### config.mk
export PLATFORM = sky130hd
export DESIGN_NAME = quoted_field_tokenizer
export DESIGN_NICKNAME = d
export VERILOG_FILES = /design/src/rtl/qft_pkg.sv /design/src/rtl/quoted_field_tokenizer.sv /design/src/rtl/qft_core.sv
export SDC_FILE = /design/constraint.sdc
export NUM_CORES = 1
export LEC_CHECK = 0
export ABC_AREA = 0
export BUFFER_PORTS_ARGS = -buffer_cell sky130_fd_sc_hd__buf_4
export CORE_MARGIN = 8
export CORE_UTILIZATION = 45
export CTS_CLUSTER_DIAMETER = 60
export CTS_CLUSTER_SIZE = 16
export DETAILED_ROUTE_END_ITERATION = 10
export GPL_ROUTABILITY_DRIVEN = 0
export PLACE_DENSITY_LB_ADDON = 0.1
export SLEW_MARGIN = 20
export SYNTH_ARGS = -nofsm -noshare
export SYNTH_HDL_FRONTEND = slang
export SYNTH_HIERARCHICAL = 1
export SYNTH_SLANG_ARGS = --single-unit
### constraint.sdc
create_clock -name clock -period 3.9 [get_ports clock]
set_input_delay 0.78 -clock clock [delete_from_list [all_inputs] [get_ports clock]]
set_output_delay 0.78 -clock clock [all_outputs]
set_load 0.02 [all_outputs]
### src/rtl/qft_pkg.sv
`default_nettype none
package qft_pkg;

   // Line limits
   localparam int MAX_FIELDS = 32;
   localparam int LINE_BYTES = 16384;

   // Widths of the result fields
   localparam int IDX_W = 5;
   localparam int POS_W = 14;

   // Internal widths: the offset must hold LINE_BYTES + 1, the count MAX_FIELDS
   localparam int OFF_W  = $clog2(LINE_BYTES + 2);
   localparam int CNT_W  = $clog2(MAX_FIELDS + 1);
   localparam int WPOS_W = (OFF_W > POS_W) ? OFF_W : POS_W;
   localparam int WIDX_W = (CNT_W > IDX_W) ? CNT_W : IDX_W;

   // Byte codes
   localparam logic [7:0] QUOTE_BYTE    = 8'h22;
   localparam logic [7:0] SPACE_BYTE    = 8'h20;
   localparam logic [7:0] LINE_END_INIT = 8'h0A;

   typedef struct packed {
      logic             inside_quotes;
      logic             just_closed_quote;
      logic             error_seen;
      logic [OFF_W-1:0] byte_offset;
      logic [OFF_W-1:0] field_start;
      logic [CNT_W-1:0] fields_done;
   } state_type;

   typedef struct packed {
      logic             field_valid;
      logic [IDX_W-1:0] field_index;
      logic [POS_W-1:0] field_start;
      logic [POS_W-1:0] field_length;
      logic             line_end;
      logic             line_error;
   } result_type;

   // Fit an offset into a result position field (low bits kept)
   function automatic logic [POS_W-1:0] fit_pos(input logic [OFF_W-1:0] v);
      logic [WPOS_W-1:0] w;
      w = WPOS_W'(v);
      return w[POS_W-1:0];
   endfunction

   // Fit a field count into the result index field (low bits kept)
   function automatic logic [IDX_W-1:0] fit_idx(input logic [CNT_W-1:0] v);
      logic [WIDX_W-1:0] w;
      w = WIDX_W'(v);
      return w[IDX_W-1:0];
   endfunction

endpackage
`default_nettype wire

### src/rtl/quoted_field_tokenizer.sv
`default_nettype none
// An accepted byte is held in the input register, and its result in the result register.
// Throughput: one byte per cycle while no result stalls; the only loop is the line-state update.
// A result waiting for rsp_ready stalls the input register, then req_ready.
// Reset (synchronous, active high) empties the pipeline, clears the line
// state and sets the line-end byte to 0x0A.
module quoted_field_tokenizer (
   input  wire logic                      clock,
   input  wire logic                      reset,
   input  wire logic                      req_valid,
   output logic                           req_ready,
   input  wire logic [7:0]                req_line_byte,
   output logic                           rsp_valid,
   input  wire logic                      rsp_ready,
   output logic                           rsp_field_valid,
   output logic [qft_pkg::IDX_W-1:0]      rsp_field_index,
   output logic [qft_pkg::POS_W-1:0]      rsp_field_start,
   output logic [qft_pkg::POS_W-1:0]      rsp_field_length,
   output logic                           rsp_line_end,
   output logic                           rsp_line_error,
   input  wire logic                      csr_write_enable,
   input  wire logic [7:0]                csr_write_data
);

   logic                 in_valid_ff, in_valid_in;
   logic [7:0]           in_byte_ff, in_byte_in;
   logic                 out_valid_ff, out_valid_in;
   qft_pkg::result_type  result_ff, result_in;
   qft_pkg::state_type   state_ff, state_in;
   logic [7:0]           line_end_char_ff, line_end_char_in;
   qft_pkg::state_type   step_state;
   qft_pkg::result_type  step_result;
   logic                 out_free;
   logic                 step_go;

   // Step logic
   qft_core u_core (
      .line_byte     (in_byte_ff),
      .line_end_char (line_end_char_ff),
      .cur           (state_ff),
      .nxt           (step_state),
      .res           (step_result)
   );

   // Pipeline flow control
   assign out_free  = !out_valid_ff || rsp_ready;
   assign step_go   = in_valid_ff && out_free;
   assign req_ready = !in_valid_ff || out_free;

   always_comb begin
      in_valid_in      = req_ready ? req_valid : in_valid_ff;
      in_byte_in       = (req_valid && req_ready) ? req_line_byte : in_byte_ff;
      out_valid_in     = out_free ? in_valid_ff : out_valid_ff;
      result_in        = step_go ? step_result : result_ff;
      state_in         = step_go ? step_state : state_ff;
      line_end_char_in = csr_write_enable ? csr_write_data : line_end_char_ff;
   end

   // Control registers
   always_ff @(posedge clock) begin
      if (reset) begin
         in_valid_ff      <= 1'b0;
         out_valid_ff     <= 1'b0;
         state_ff         <= '0;
         line_end_char_ff <= qft_pkg::LINE_END_INIT;
      end else begin
         in_valid_ff      <= in_valid_in;
         out_valid_ff     <= out_valid_in;
         state_ff         <= state_in;
         line_end_char_ff <= line_end_char_in;
      end
   end

   // Payload registers
   always_ff @(posedge clock) begin
      in_byte_ff <= in_byte_in;
      result_ff  <= result_in;
   end

   assign rsp_valid        = out_valid_ff;
   assign rsp_field_valid  = result_ff.field_valid;
   assign rsp_field_index  = result_ff.field_index;
   assign rsp_field_start  = result_ff.field_start;
   assign rsp_field_length = result_ff.field_length;
   assign rsp_line_end     = result_ff.line_end;
   assign rsp_line_error   = result_ff.line_error;

endmodule
`default_nettype wire

### src/rtl/qft_core.sv
`default_nettype none
// Per-byte tokenizer step: current line state and one byte in,
// next line state and one result out.
module qft_core (
   input  wire logic [7:0]           line_byte,
   input  wire logic [7:0]           line_end_char,
   input  wire qft_pkg::state_type   cur,
   output qft_pkg::state_type        nxt,
   output qft_pkg::result_type       res
);

   logic                      is_end;
   logic                      is_space;
   logic                      is_quote;
   logic                      too_long;
   logic                      err;
   logic                      full;
   logic [qft_pkg::OFF_W-1:0] off_adv;
   logic [qft_pkg::OFF_W-1:0] off_plus1;
   logic [qft_pkg::OFF_W-1:0] end_off;
   logic                      emit_try;
   logic                      finish;
   logic                      fin_err;

   // Byte classes and limits
   assign is_end    = (line_byte == line_end_char);
   assign is_space  = (line_byte == qft_pkg::SPACE_BYTE);
   assign is_quote  = (line_byte == qft_pkg::QUOTE_BYTE);
   assign too_long  = (cur.byte_offset >= qft_pkg::OFF_W'(qft_pkg::LINE_BYTES));
   assign err       = cur.error_seen | too_long;
   assign full      = (cur.fields_done >= qft_pkg::CNT_W'(qft_pkg::MAX_FIELDS));
   assign off_plus1 = cur.byte_offset + qft_pkg::OFF_W'(1);
   assign off_adv   = too_long ? cur.byte_offset : off_plus1;

   always_comb begin
      nxt             = cur;
      nxt.byte_offset = off_adv;
      res             = '0;
      emit_try        = 1'b0;
      end_off         = cur.byte_offset;
      finish          = 1'b0;
      fin_err         = 1'b0;

      // Byte classification, in priority order
      priority if (err) begin
         nxt.error_seen = 1'b1;
         finish         = is_end;
         fin_err        = 1'b1;
      end else if (cur.just_closed_quote) begin
         nxt.just_closed_quote = 1'b0;
         if (is_end || is_space) begin
            emit_try = 1'b1;
            end_off  = cur.byte_offset - qft_pkg::OFF_W'(1);
            finish   = is_end;
            nxt.field_start = off_plus1;
         end else begin
            nxt.error_seen = 1'b1;
         end
      end else if (is_quote) begin
         if (!cur.inside_quotes) begin
            nxt.inside_quotes = 1'b1;
            nxt.field_start   = off_plus1;
         end else begin
            nxt.inside_quotes     = 1'b0;
            nxt.just_closed_quote = 1'b1;
         end
      end else if (cur.inside_quotes) begin
         finish  = is_end;
         fin_err = 1'b1;
      end else if (is_end || is_space) begin
         emit_try        = 1'b1;
         finish          = is_end;
         nxt.field_start = off_plus1;
      end

      // Field report, or overflow once the line holds MAX_FIELDS fields
      if (emit_try) begin
         if (full) begin
            nxt.error_seen = 1'b1;
            fin_err        = 1'b1;
         end else begin
            res.field_valid  = 1'b1;
            res.field_index  = qft_pkg::fit_idx(cur.fields_done);
            res.field_start  = qft_pkg::fit_pos(cur.field_start);
            res.field_length = qft_pkg::fit_pos(end_off - cur.field_start);
            nxt.fields_done  = cur.fields_done + qft_pkg::CNT_W'(1);
         end
      end

      // Line end clears the line state
      if (finish) begin
         res.line_end   = 1'b1;
         res.line_error = fin_err;
         nxt            = '0;
      end
   end

endmodule
`default_nettype wire

Word-level counts from Yosys, hierarchy flattened
Index checks and enable logic that the tools add are counted.
{"block": "totals", "reg_bits": 93, "latch_bits": 0, "ramBits": 0, "rom_bits": 0, "in_bits": 21, "out_inout_bits": 38, "elab_cells": 88, "n_memories": 0}
{"block": "op_classes", "add_sub_neg": 4, "n_mul": 0, "n_div": 0, "magnitude_cmp": 2, "n_eq_ne": 8, "n_shift": 0, "muxes": 41, "bitwise": 2, "reduce_logical": 15}
{"operator": "$mux 15", "n": 7}
{"operator": "$mux 14", "n": 3}
{"operator": "$mux 39", "n": 1}
{"operator": "$mux 34", "n": 1}
{"operator": "$mux 1", "n": 24}
{"operator": "$eq 8x6->1 const B", "n": 2}
{"operator": "$add 15x1->15 const B", "n": 1}
{"operator": "$ge 15x15->1 const B", "n": 1}
{"operator": "$sub 14x1->14 const B", "n": 1}
{"operator": "$sub 14x14->14", "n": 1}
{"operator": "$mux 6", "n": 2}
{"operator": "$eq 8x8->1", "n": 1}
{"operator": "$add 6x1->6 const B", "n": 1}
{"operator": "$ge 6x6->1 const B", "n": 1}
{"operator": "$mux 2", "n": 3}
{"operator": "$ne 2x2->1 const B", "n": 3}
{"operator": "$reduce_and 3->1", "n": 2}
{"operator": "$reduce_and 2->1", "n": 2}
{"operator": "$reduce_and 4->1", "n": 1}
{"operator": "$reduce_bool 2->1", "n": 2}
{"operator": "$logic_or 1x1->1", "n": 3}
{"operator": "$ne 3x2->1 const B", "n": 1}
{"operator": "$logic_and 1x1->1", "n": 2}
{"operator": "$logic_not 1->1", "n": 2}
{"operator": "other kinds (4)", "n": 4}

Longest topological paths before layout
Gate-level depths: netlist (run 1).
{"block": "logic_depth", "ltp_word": 9, "ltp_mapped": 15, "mapped_depth_nobuf": 15}

Hierarchy
The synthesis (run 1) kept the hierarchy.
{"mod": "quoted_field_tokenizer", "instances": 1, "cells_each": 249, "area_each_um2": 3474.6, "seq_area_each_um2": 2302.2}
{"mod": "qft_core", "instances": 1, "cells_each": 365, "area_each_um2": 2280.9, "seq_area_each_um2": 0.0}

Worst setup path after synthesis (run 1)
Ideal clock, no wire load.
{"block": "synth_timing", "kind": "flip-flop to flip-flop", "from": "register in_byte_ff[6]", "to": "register result_ff, in the netlist rsp_field_length[10] (data pin)", "setup_time_ns": 0.147, "arrival_ns": 3.555, "required_ns": 3.753, "slack_ns": 0.198, "path_stages_with_launch": 16, "path_buffers": 0, "period_less_slack_ns": 3.702, "path_cell_list": "edfxtp_1 nor4_4 nand3_1 o22a_1 nor2_1 nand2_1 xnor2_1 ha_1 inv_1 fa_1 a21o_1 a21oi_1 o21ai_0 a21o_1 or4b_2 a21oi_1"}
{"block": "synth_between", "elab_chain_cells": 9, "word_cells_on_any_way": 15, "classes_between": "1 x add/sub; 3 x eq/ne; 8 x mux; 1 x bitwise; 2 x reduce/logical"}
{"element": "start: declaration", "line": "quoted_field_tokenizer.sv:26", "rtl": "logic [7:0] in_byte_ff, in_byte_in;"}
{"element": "start signal: assignment", "line": "quoted_field_tokenizer.sv:76", "rtl": "in_byte_ff <= in_byte_in;"}
{"element": "branches (longest 9 deep; another with $sub 14x14->14)"}
{"element": "end signal: assignment", "line": "quoted_field_tokenizer.sv:77", "rtl": "result_ff <= result_in;"}
{"element": "end: declaration", "line": "quoted_field_tokenizer.sv:28", "rtl": "qft_pkg::result_type result_ff, result_in;"}
Several ways; the timed one is not identified.
A chain may end at the register's enable or synchronous reset.

Final worst setup path (run 1)
{"block": "layout_timing", "from": "register in_byte_ff[3]", "to": "register result_ff, in the netlist rsp_field_length[10] (data pin)"}
Same word-level chain as after synthesis.

==> results.cfg, run 1 <==
[timing]
max-slew-margin-rel_pct = 45.1
period_share_pct = 94.7
rsz0062_at_grt = no
max_freq_ghz = 0.271
drv_slew = 0
setup_viol = 0
skew_ns = 0.00584
period_needed_ns = 3.69
finalHoldViolCount = 0
worst_slew_pin_slew_ns = 0.823
fin_tns_setup_ns = 0

[routing]
ant_nets = 0
vias_per_cell = 5.07
finalWirelength_um = 12000
first_iter_violations = 221
drcViolationCount = 0
drtPass1Iterations = 4
wire_per_inst_um = 14.5
vias = 4195

[hold_path]
hp-class = reg2reg
min_from = state_ff[13]
whs_path_depth = 2
min_to = state_ff[13]

[worst_setup_path]
cp.required_ns = 4.10
cpMostUsedCell = a21o_1
worstRegToRegCells = 15
start_kind = flop
rr_endpoint = rsp_field_length[10]
cp_slowest_stage_delay_ns = 0.61
cp_top_family = simple AND/OR/NAND/NOR gates
worst_setup_path_end_kind = flop
reg2reg_slack_ns = 0.21
crit_fanout = 3
cp.buffers_inverters = 1
path_class = reg2reg
crit_chain = nor4_4 -> nand3_2 -> o22a_1 -> nor2_4 -> nand2_2 -> xnor2_2 -> ha_1 -> inv_1 -> fa_2 -> a21o_1 -> a21oi_2 -> o21ai_1 -> a21o_1 -> or4b_2 -> a21oi_1
r2r-start = in_byte_ff[3]
cp.arrival_ns = 3.90
slowest_stage = or4b_2

[grt]
grt_pass1_vias = 4110
grt_max_degree = 87
antenna_found_initial = 0
grt-ovfl-total = 0
grt_pass1_wl_um = 20100
track_usage_pct = 15.1

[power_and_ir_drop]
power_mw = 2.02
leakagePower_nw = 2.44
seq_power_share_pct = 52.2
ir_drop_mv = 0.181
clock_power_share_pct = 39.0
internal_power_mw = 1.55
pwr-share-comb_pct = 8.8
power.density_nw_per_um2 = 309
p_switching_uw = 464
swShare_pct = 23.0

[clock_network]
cts.clk_slew.worst_paths_ns = 0.06
htreeDepth = 3
clk_path_buf_depth = 2
cts_tree = done
clockRootBuffer = clkbuf_16
clkLatencyLatePin_ns = 0.35
numCtsBuffers = 9
clock_sinks = 92

[die]
die_w_um = 129
core_um2 = 12500
start_util_pct = 45.5
ios = 59
chipHeight_um = 129
dieArea_um2 = 16500
core.rowCount = 41

[synthesis]
avgSynthCellArea_um2 = 9.37
yosysWarnings = 6
postSynthCellCount = 608
syn-num-nets = 650
syn_area_um2 = 5700

[placement]
dp_hpwl_um = 8450
io_buffers = 58
dp.cells = 811

[layout]
layout.nets = 693
fin_cells = 828
fill_cells = 1186
regArea_um2 = 2280
antenna_cells = 0
drive_gt1_share_pct = 15.4
multi_input_area_um2 = 3110
area_growth_pct = 14.5

[flow_run]
maxCapViolations = 0

[run_status]
outcome = complete, no violations
[state kept, by name, summed over array words and instances (netlist names)]
signal / flops
rsp_field_valid: 1
state_ff: 38
rsp_field_index: 5
rsp_field_length: 14
rsp_valid: 1
rsp_line_end: 1
line_end_char_ff: 8
in_valid_ff: 1
rsp_field_start: 14
rsp_line_error: 1
in_byte_ff: 8
[power groups by stage]
stage | logic [mW] | registers [mW] | clock network [mW]
2_1_floorplan | 0.110 | 1.09 | 0
3_3_place_gp | 0.177 | 1.07 | 0
3_5_place_dp | 0.178 | 1.07 | 0
4_1_cts | 0.179 | 1.05 | 0.811
5_1_grt | 0.194 | 1.05 | 0.848
6_report | 0.178 | 1.05 | 0.785
[worst max-delay path by stage]
stage                                 to  cells after the start           from
floorplan           rsp_field_length[10]                     15  in_byte_ff[6]
global placement    rsp_field_length[10]                     15  in_byte_ff[6]
detailed placement  rsp_field_length[10]                     15  in_byte_ff[6]
CTS                 rsp_field_length[10]                     15  in_byte_ff[6]
global route        rsp_field_length[10]                     16  in_byte_ff[3]
finish              rsp_field_length[10]                     15  in_byte_ff[3]
[per-stage QoR]
step / worst slack, ns / cell area [um^2] / utilization (%) / hold WS (ns)
detailed placement: 0.00686 / 6230 / 49.8 / 0.465
CTS: 0.00236 / 6490 / 51.8 / 0.481
floorplan: 0.198 / 5700 / - / 0.445
global placement: 0.0582 / 6230 / 49.8 / 0.458
global route: 0.00134 / 6520 / 52.1 / 0.490
finish: 0.207 / 6520 / 52.1 / 0.474
[metal layers]
layer  track usage [%]  vias to the layer above  part of all wire [%]
met5                 0                        -                     0
met4              6.98                        0                   2.2
met3              3.72                       16                   4.2
met2              24.7                       65                    48
met1              18.5                     1952                    46
li1                  -                     2162                     -
[area by class of cell]
type | instances | area share, %
Clock buffer | 13 | 3.68
Clock inverter | 3 | 0.230
Inverter | 29 | 1.67
Multi-Input combinational cell | 445 | 47.6
Sequential cell | 92 | 35.0
Tap cell | 172 | 3.30
Timing Repair Buffer | 74 | 8.52
[worst register-to-register path: cells and delay by family (launching register included)]
kind,cells,cell delay [ns]
adder cells (fa/ha/maj),2,0.52
flip-flops,1,0.43
AND/OR/NAND/NOR,5,1.30
buffers and inverters,1,0.06
XOR/XNOR,1,0.17
AO/OA/AOI/OAI,6,1.08
[cells in the final DEF (no fill, tap or decap), types with 13 or more instances in the layout]
cell type,n
nor2_1,80
nand2b_1,78
buf_4,74
mux2i_1,50
dfxtp_1,48
edfxtp_1,44
xnor2_1,43
inv_1,28
ha_1,20
a21oi_1,19
nand2_1,15
nor3_1,14
nand4_1,14
a211oi_1,13
[repair_timing]
| item | in CTS | in global routing |
|---|---|---|
| pin swaps | 0 | 5 |
| buffers inserted | 0 | 1 |
| resized for setup | 1 | 7 |
| endpoints found under the setup margin | 1 | 1 |
| hold buffers | 0 | 0 |
Note: power is estimated with default switching activity, not from simulation.
==> run 2: changes to the inputs <==
--- a/config.mk
+++ b/config.mk
@@ -5,9 +5,9 @@
 export SDC_FILE = /design/constraint.sdc
 export NUM_CORES = 1
 export LEC_CHECK = 0
-export ABC_AREA = 0
+export ABC_AREA = 1
 export BUFFER_PORTS_ARGS = -buffer_cell sky130_fd_sc_hd__buf_4
-export CORE_MARGIN = 8
+export CORE_MARGIN = 2
 export CORE_UTILIZATION = 45
 export CTS_CLUSTER_DIAMETER = 60
 export CTS_CLUSTER_SIZE = 16
@@ -19,3 +19,4 @@
 export SYNTH_HDL_FRONTEND = slang
 export SYNTH_HIERARCHICAL = 1
 export SYNTH_SLANG_ARGS = --single-unit
+export TNS_END_PERCENT = 30
==> run 2 against run 1 <==
First-iteration DRC count rose by 62%. Largest power group unchanged. Count of clock-buffer cells in the layout fell by 3. Non-clock buffer count fell by 11. Worst hold slack improved by 0.0088 ns. Via count rose by 15%. Critical path depth rose by 4. Design area fell by 1.2%. Critical endpoint unchanged.
==> results.cfg, run 2 <==
[run_status]
outcome = complete, no violations

[timing]
worst_slew_pin_slew_ns = 0.967
max-slew-margin-rel_pct = 35.3
finalHoldViolCount = 0
setup_viol = 0
fin_tns_setup_ns = 0
period_share_pct = 85.9
setup_ws_ns = 0.549
max_freq_ghz = 0.298
rsz0062_at_grt = no
period_needed_ns = 3.35
drv_slew = 0
skew_ns = 0.00695

[hold_path]
min_from = state_ff[9]
whs_path_depth = 2
hp-class = reg2reg
min_to = state_ff[9]

[worst_setup_path]
worstRegToRegCells = 19
rr_endpoint = rsp_field_length[10]
path_class = reg2reg
r2r-start = in_byte_ff[2]
cp.required_ns = 4.02
reg2reg_slack_ns = 0.55
worst_setup_path_end_kind = flop
start_kind = flop
cp.arrival_ns = 3.47
crit_fanout = 9
cp-startpoint = in_byte_ff[2]

[clock_network]
cts_tree = done
cts.repair.resized = 0
clock_sinks = 92
clk_path_buf_depth = 2
clockRootBuffer = clkbuf_16
numCtsBuffers = 9
postCtsSetupBuffers = 0
cts.clk_slew.worst_paths_ns = 0.07
cts.hold.buffers_added = 0
clkLatencyLatePin_ns = 0.36
htreeDepth = 3

[routing]
drcViolationCount = 0
drtPass1Iterations = 5
vias_per_cell = 4.94
wire_per_inst_um = 13.2
ant_nets = 0
vias = 4807
finalWirelength_um = 12900
first_iter_violations = 359

[grt]
antenna_found_initial = 0
grt_pass1_vias = 4388
track_usage_pct = 20.1
grt_max_degree = 78
grt-ovfl-total = 0
grt_pass1_wl_um = 21200

[layout]
mostFrequentLayoutCell = nor2_1
area_growth_pct = 13.7
regMostFlops = state_ff
antenna_cells = 0
largest_reg_flops = 38
fin_cells = 974
layout.nets = 839
drive_gt1_share_pct = 14.0
final_cell_mix = nor2_1 (118), inv_1 (109), nand2_1 (103)
postLayoutCellArea_um2 = 6440

[power_and_ir_drop]
pwr-share-comb_pct = 19.8
clock_power_share_pct = 34.8
p_switching_uw = 744
swShare_pct = 30.5
leakagePower_nw = 2.84
power.density_nw_per_um2 = 379
ir_drop_mv = 0.266
seq_power_share_pct = 45.4
internal_power_mw = 1.70

[placement]
place_area_um2 = 6160
dp.cells = 958
dp_hpwl_um = 9020
place_ws_ns = 0.564
io_buffers = 58

[synthesis]
postSynthCellCount = 760
syn-num-nets = 802
syn_area_um2 = 5670
yosysWarnings = 6
avgSynthCellArea_um2 = 7.46

[die]
chipHeight_um = 116
ios = 59
core.rowCount = 41
dieArea_um2 = 13500
core_um2 = 12500
die_w_um = 116
start_util_pct = 45.5

[flow_run]
maxCapViolations = 0
==> run 2: worst max path at each step <==
stage,endpoint,slack [ns]
floorplan,rsp_field_index[0],0.88
global placement,rsp_field_length[10],0.61
detailed placement,rsp_field_length[10],0.56
CTS,rsp_field_length[10],0.54
global route,rsp_field_length[10],0.19
finish,rsp_field_length[10],0.55
==> run 2: critical path, stage by stage (launching register included) <==
cell      delay [ns]
edfxtp_1        0.40
xnor2_1         0.15
nand2_1         0.08
nor2_1          0.13
nand2_2         0.10
nand2_4         0.13
nand2_4         0.07
nor2_1          0.22
xor2_1          0.10
inv_1           0.07
ha_1            0.13
inv_1           0.06
fa_1            0.41
nand3_1         0.11
nand2_1         0.12
a31oi_1         0.23
o21ai_0         0.21
a31o_2          0.26
nor2_1          0.09
nor2_1          0.05
==> run 2: area by class of cell <==
| type | instances | area (um^2) |
|---|---|---|
| Fill cell | 1242 | 6020 |
| Clock inverter | 6 | 45.0 |
| Multi-Input combinational cell | 515 | 2750 |
| Timing Repair Buffer | 63 | 473 |
| Inverter | 116 | 437 |
| Sequential cell | 92 | 2280 |
| Tap cell | 172 | 215 |
| Clock buffer | 10 | 239 |
==> run 2: power by group through the flow <==
| stage | Clock [mW] | Combinational [mW] | Sequential [mW] |
|---|---|---|---|
| 2_1_floorplan | 0 | 0.360 | 1.13 |
| 5_1_grt | 0.908 | 0.550 | 1.12 |
| 6_report | 0.848 | 0.484 | 1.11 |
| 3_3_place_gp | 0 | 0.473 | 1.13 |
| 4_1_cts | 0.865 | 0.483 | 1.11 |
| 3_5_place_dp | 0 | 0.479 | 1.13 |
==> run 2: stage by stage <==
stage	util (%)	power, mW	hold WS, ns
after detailed placement	49.4	1.61	0.470
after global placement	49.4	1.60	0.463
final	51.7	2.44	0.483
after CTS	51.7	2.46	0.487
after global routing	51.7	2.57	0.518
after floorplan	-	1.49	0.451
==> run 2: layer usage <==
layer	wire [um]	GRT usage (%)
met1	6510	28.4
met3	409	3.11
met5	0	0
met2	5790	30.7
met4	181	8.25
==> run 3: changes to the inputs <==
==> constraint.sdc (replaced) <==
create_clock -name clock -period 3.9 [get_ports clock]
set_input_delay 0.195 -clock clock [delete_from_list [all_inputs] [get_ports clock]]
set_output_delay 0.195 -clock clock [all_outputs]
set_load 0.02 [all_outputs]
==> run 3 against run 2 <==
Sequential power about the same. Worst setup slack better by 0.0098 ns. First-iteration DRC count down 19%. Largest cell class unchanged. Highest routed layer unchanged. Count of clock-buffer cells in the layout up 2. Critical endpoint unchanged. Clock skew down 0.00077 ns. Largest power group unchanged. Maximum frequency up 0.29%. Non-clock buffer count up 1. Clock power down 4.4%. Routed wire length down 1.1%. Worst hold slack worse by 0.46 ns. Sequential share of layout area about the same. Utilization about the same.
==> results.cfg, run 3 (same netlist as run 2, synthesis figures left out) <==
[routing]
vias_per_cell = 4.98
wire_per_inst_um = 13.1
vias = 4856
first_iter_violations = 292
finalWirelength_um = 12700
drtPass1Iterations = 4
ant_nets = 0
drcViolationCount = 0

[worst_setup_path]
cp.arrival_ns = 3.45
crit_chain = nor2_1 -> inv_1 -> nor2_2 -> nand3_2 -> nand2_4 -> nand2_4 -> nor2_1 -> xor2_1 -> inv_1 -> ha_1 -> inv_1 -> fa_1 -> nand3_1 -> nand2_1 -> a31oi_1 -> o21ai_0 -> a31o_2 -> nand2_1 -> nand2_1 -> nor2_1
cp.required_ns = 4.01
crit_fanout = 9
slowest_stage = edfxtp_1
reg2reg_slack_ns = 0.56
path_class = reg2reg
start_kind = flop
worstRegToRegCells = 20
rr_endpoint = rsp_field_length[10]
cp_slowest_stage_delay_ns = 0.40
worst_setup_path_end_kind = flop
r2r-start = in_byte_ff[2]

[clock_network]
clock_sinks = 92
htreeDepth = 3
cts.clk_slew.worst_paths_ns = 0.06
clkLatencyLatePin_ns = 0.35
clk_path_buf_depth = 2
cts_tree = done
clockRootBuffer = clkbuf_16
cts.repair.resized = 0
numCtsBuffers = 9

[grt]
grt_pass1_vias = 4364
grt-ovfl-total = 0
grt_max_degree = 78
grt_pass1_wl_um = 21100
antenna_found_initial = 0
track_usage_pct = 19.8

[layout]
mostFrequentLayoutCell = nor2_1
final_cell_mix = nor2_1 (118), inv_1 (109), nand2_1 (103)
final_util_pct = 51.7
antenna_cells = 0
layout.nets = 840
largest_reg_flops = 38
regMostFlops = state_ff
drive_gt1_share_pct = 13.7
fin_cells = 975
area_growth_pct = 13.6

[timing]
whs_ns = 0.0213
drv_slew = 0
max-slew-margin-rel_pct = 49.4
fin_tns_setup_ns = 0
setup_ws_ns = 0.558
skew_ns = 0.00618
period_share_pct = 85.7
setup_viol = 0
finalHoldViolCount = 0
rsz0062_at_grt = no
period_needed_ns = 3.34
max_freq_ghz = 0.299
worst_slew_pin_slew_ns = 0.760

[power_and_ir_drop]
power.density_nw_per_um2 = 373
internal_power_mw = 1.69
ir_drop_mv = 0.206
p_switching_uw = 711
pwr-share-comb_pct = 20.1
clock_power_share_pct = 33.7
leakagePower_nw = 2.84
seq_power_share_pct = 46.1
swShare_pct = 29.6

[die]
ios = 59
die_w_um = 116
core_um2 = 12500
dieArea_um2 = 13500
start_util_pct = 45.5
core.rowCount = 41
chipHeight_um = 116

[placement]
io_buffers = 58
place_ws_ns = 0.541
dp_hpwl_um = 9060
dp.cells = 958

[hold_path]
min_from = req_line_byte[4]
whs_path_depth = 1
min_to = in_byte_ff[4]
hp-class = in2reg

[flow_run]
maxCapViolations = 0

[run_status]
outcome = complete, no violations
-- run 3: changes by cell type in the layout (fill, tap and decap cells not counted) --
| cell | change |
|---|---|
| clkbuf_1 | +2 |
| inv_6 | -2 |
| dlygate4sd3_1 | +1 |
| clkinvlp_4 | -1 |
| clkinv_2 | +1 |
-- run 3: worst max-delay path: cells and delay by family, from the launching register on --
family | cells | cell delay [ns]
compound gates | 3 | 0.75
fa+ha+maj | 2 | 0.38
simple gates | 11 | 1.21
xor+xnor | 1 | 0.17
buf+inv | 3 | 0.19
flops | 1 | 0.40
-- run 3: how the worst max path moves through the flow --
stage,startpoint,slack [ns],to,cells past startpoint
after global placement,in_byte_ff[2],0.62,rsp_field_length[10],19
after CTS,in_byte_ff[2],0.54,rsp_field_length[10],19
after global routing,in_byte_ff[2],0.21,rsp_field_length[10],20
after floorplan,in_byte_ff[1],0.93,rsp_field_length[10],21
final,in_byte_ff[2],0.56,rsp_field_length[10],20
after detailed placement,in_byte_ff[2],0.54,rsp_field_length[10],19
-- run 3: layout make-up --
cell class / instances / area (um^2)
Inverter: 116 / 437
Timing Repair Buffer: 64 / 483
Sequential cell: 92 / 2280
Clock buffer: 12 / 246
Clock inverter: 4 / 25.0
Multi-Input combinational cell: 515 / 2750
Tap cell: 172 / 215
Fill cell: 1220 / 6020
-- run 3: timing repair --
item	in CTS	in global routing
hold buffers	1	0
endpoints found under the hold margin	1	0
buffers inserted	0	0
-- run 3: power groups by stage --
stage	registers, mW	clock network (mW)	logic (mW)
floorplan	1.13	0	0.360
global placement	1.13	0	0.473
detailed placement	1.13	0	0.478
CTS	1.11	0.832	0.482
global route	1.12	0.876	0.547
finish	1.11	0.811	0.484
-- run 3: routing by layer --
layer / track usage, % / vias up / part of all wire, %
met5: 0 / - / 0
met4: 7.78 / 0 / 2.0
met3: 3.17 / 17 / 3.7
met2: 30.0 / 107 / 45
met1: 28.3 / 2190 / 50
li1: - / 2542 / -
-- run 3: through the flow --
| stage | power, mW | area (um^2) |
|---|---|---|
| after global routing | 2.54 | 6440 |
| after detailed placement | 1.61 | 6160 |
| final | 2.40 | 6440 |
| after floorplan | 1.49 | 5670 |
| after global placement | 1.60 | 6160 |
| after CTS | 2.42 | 6440 |
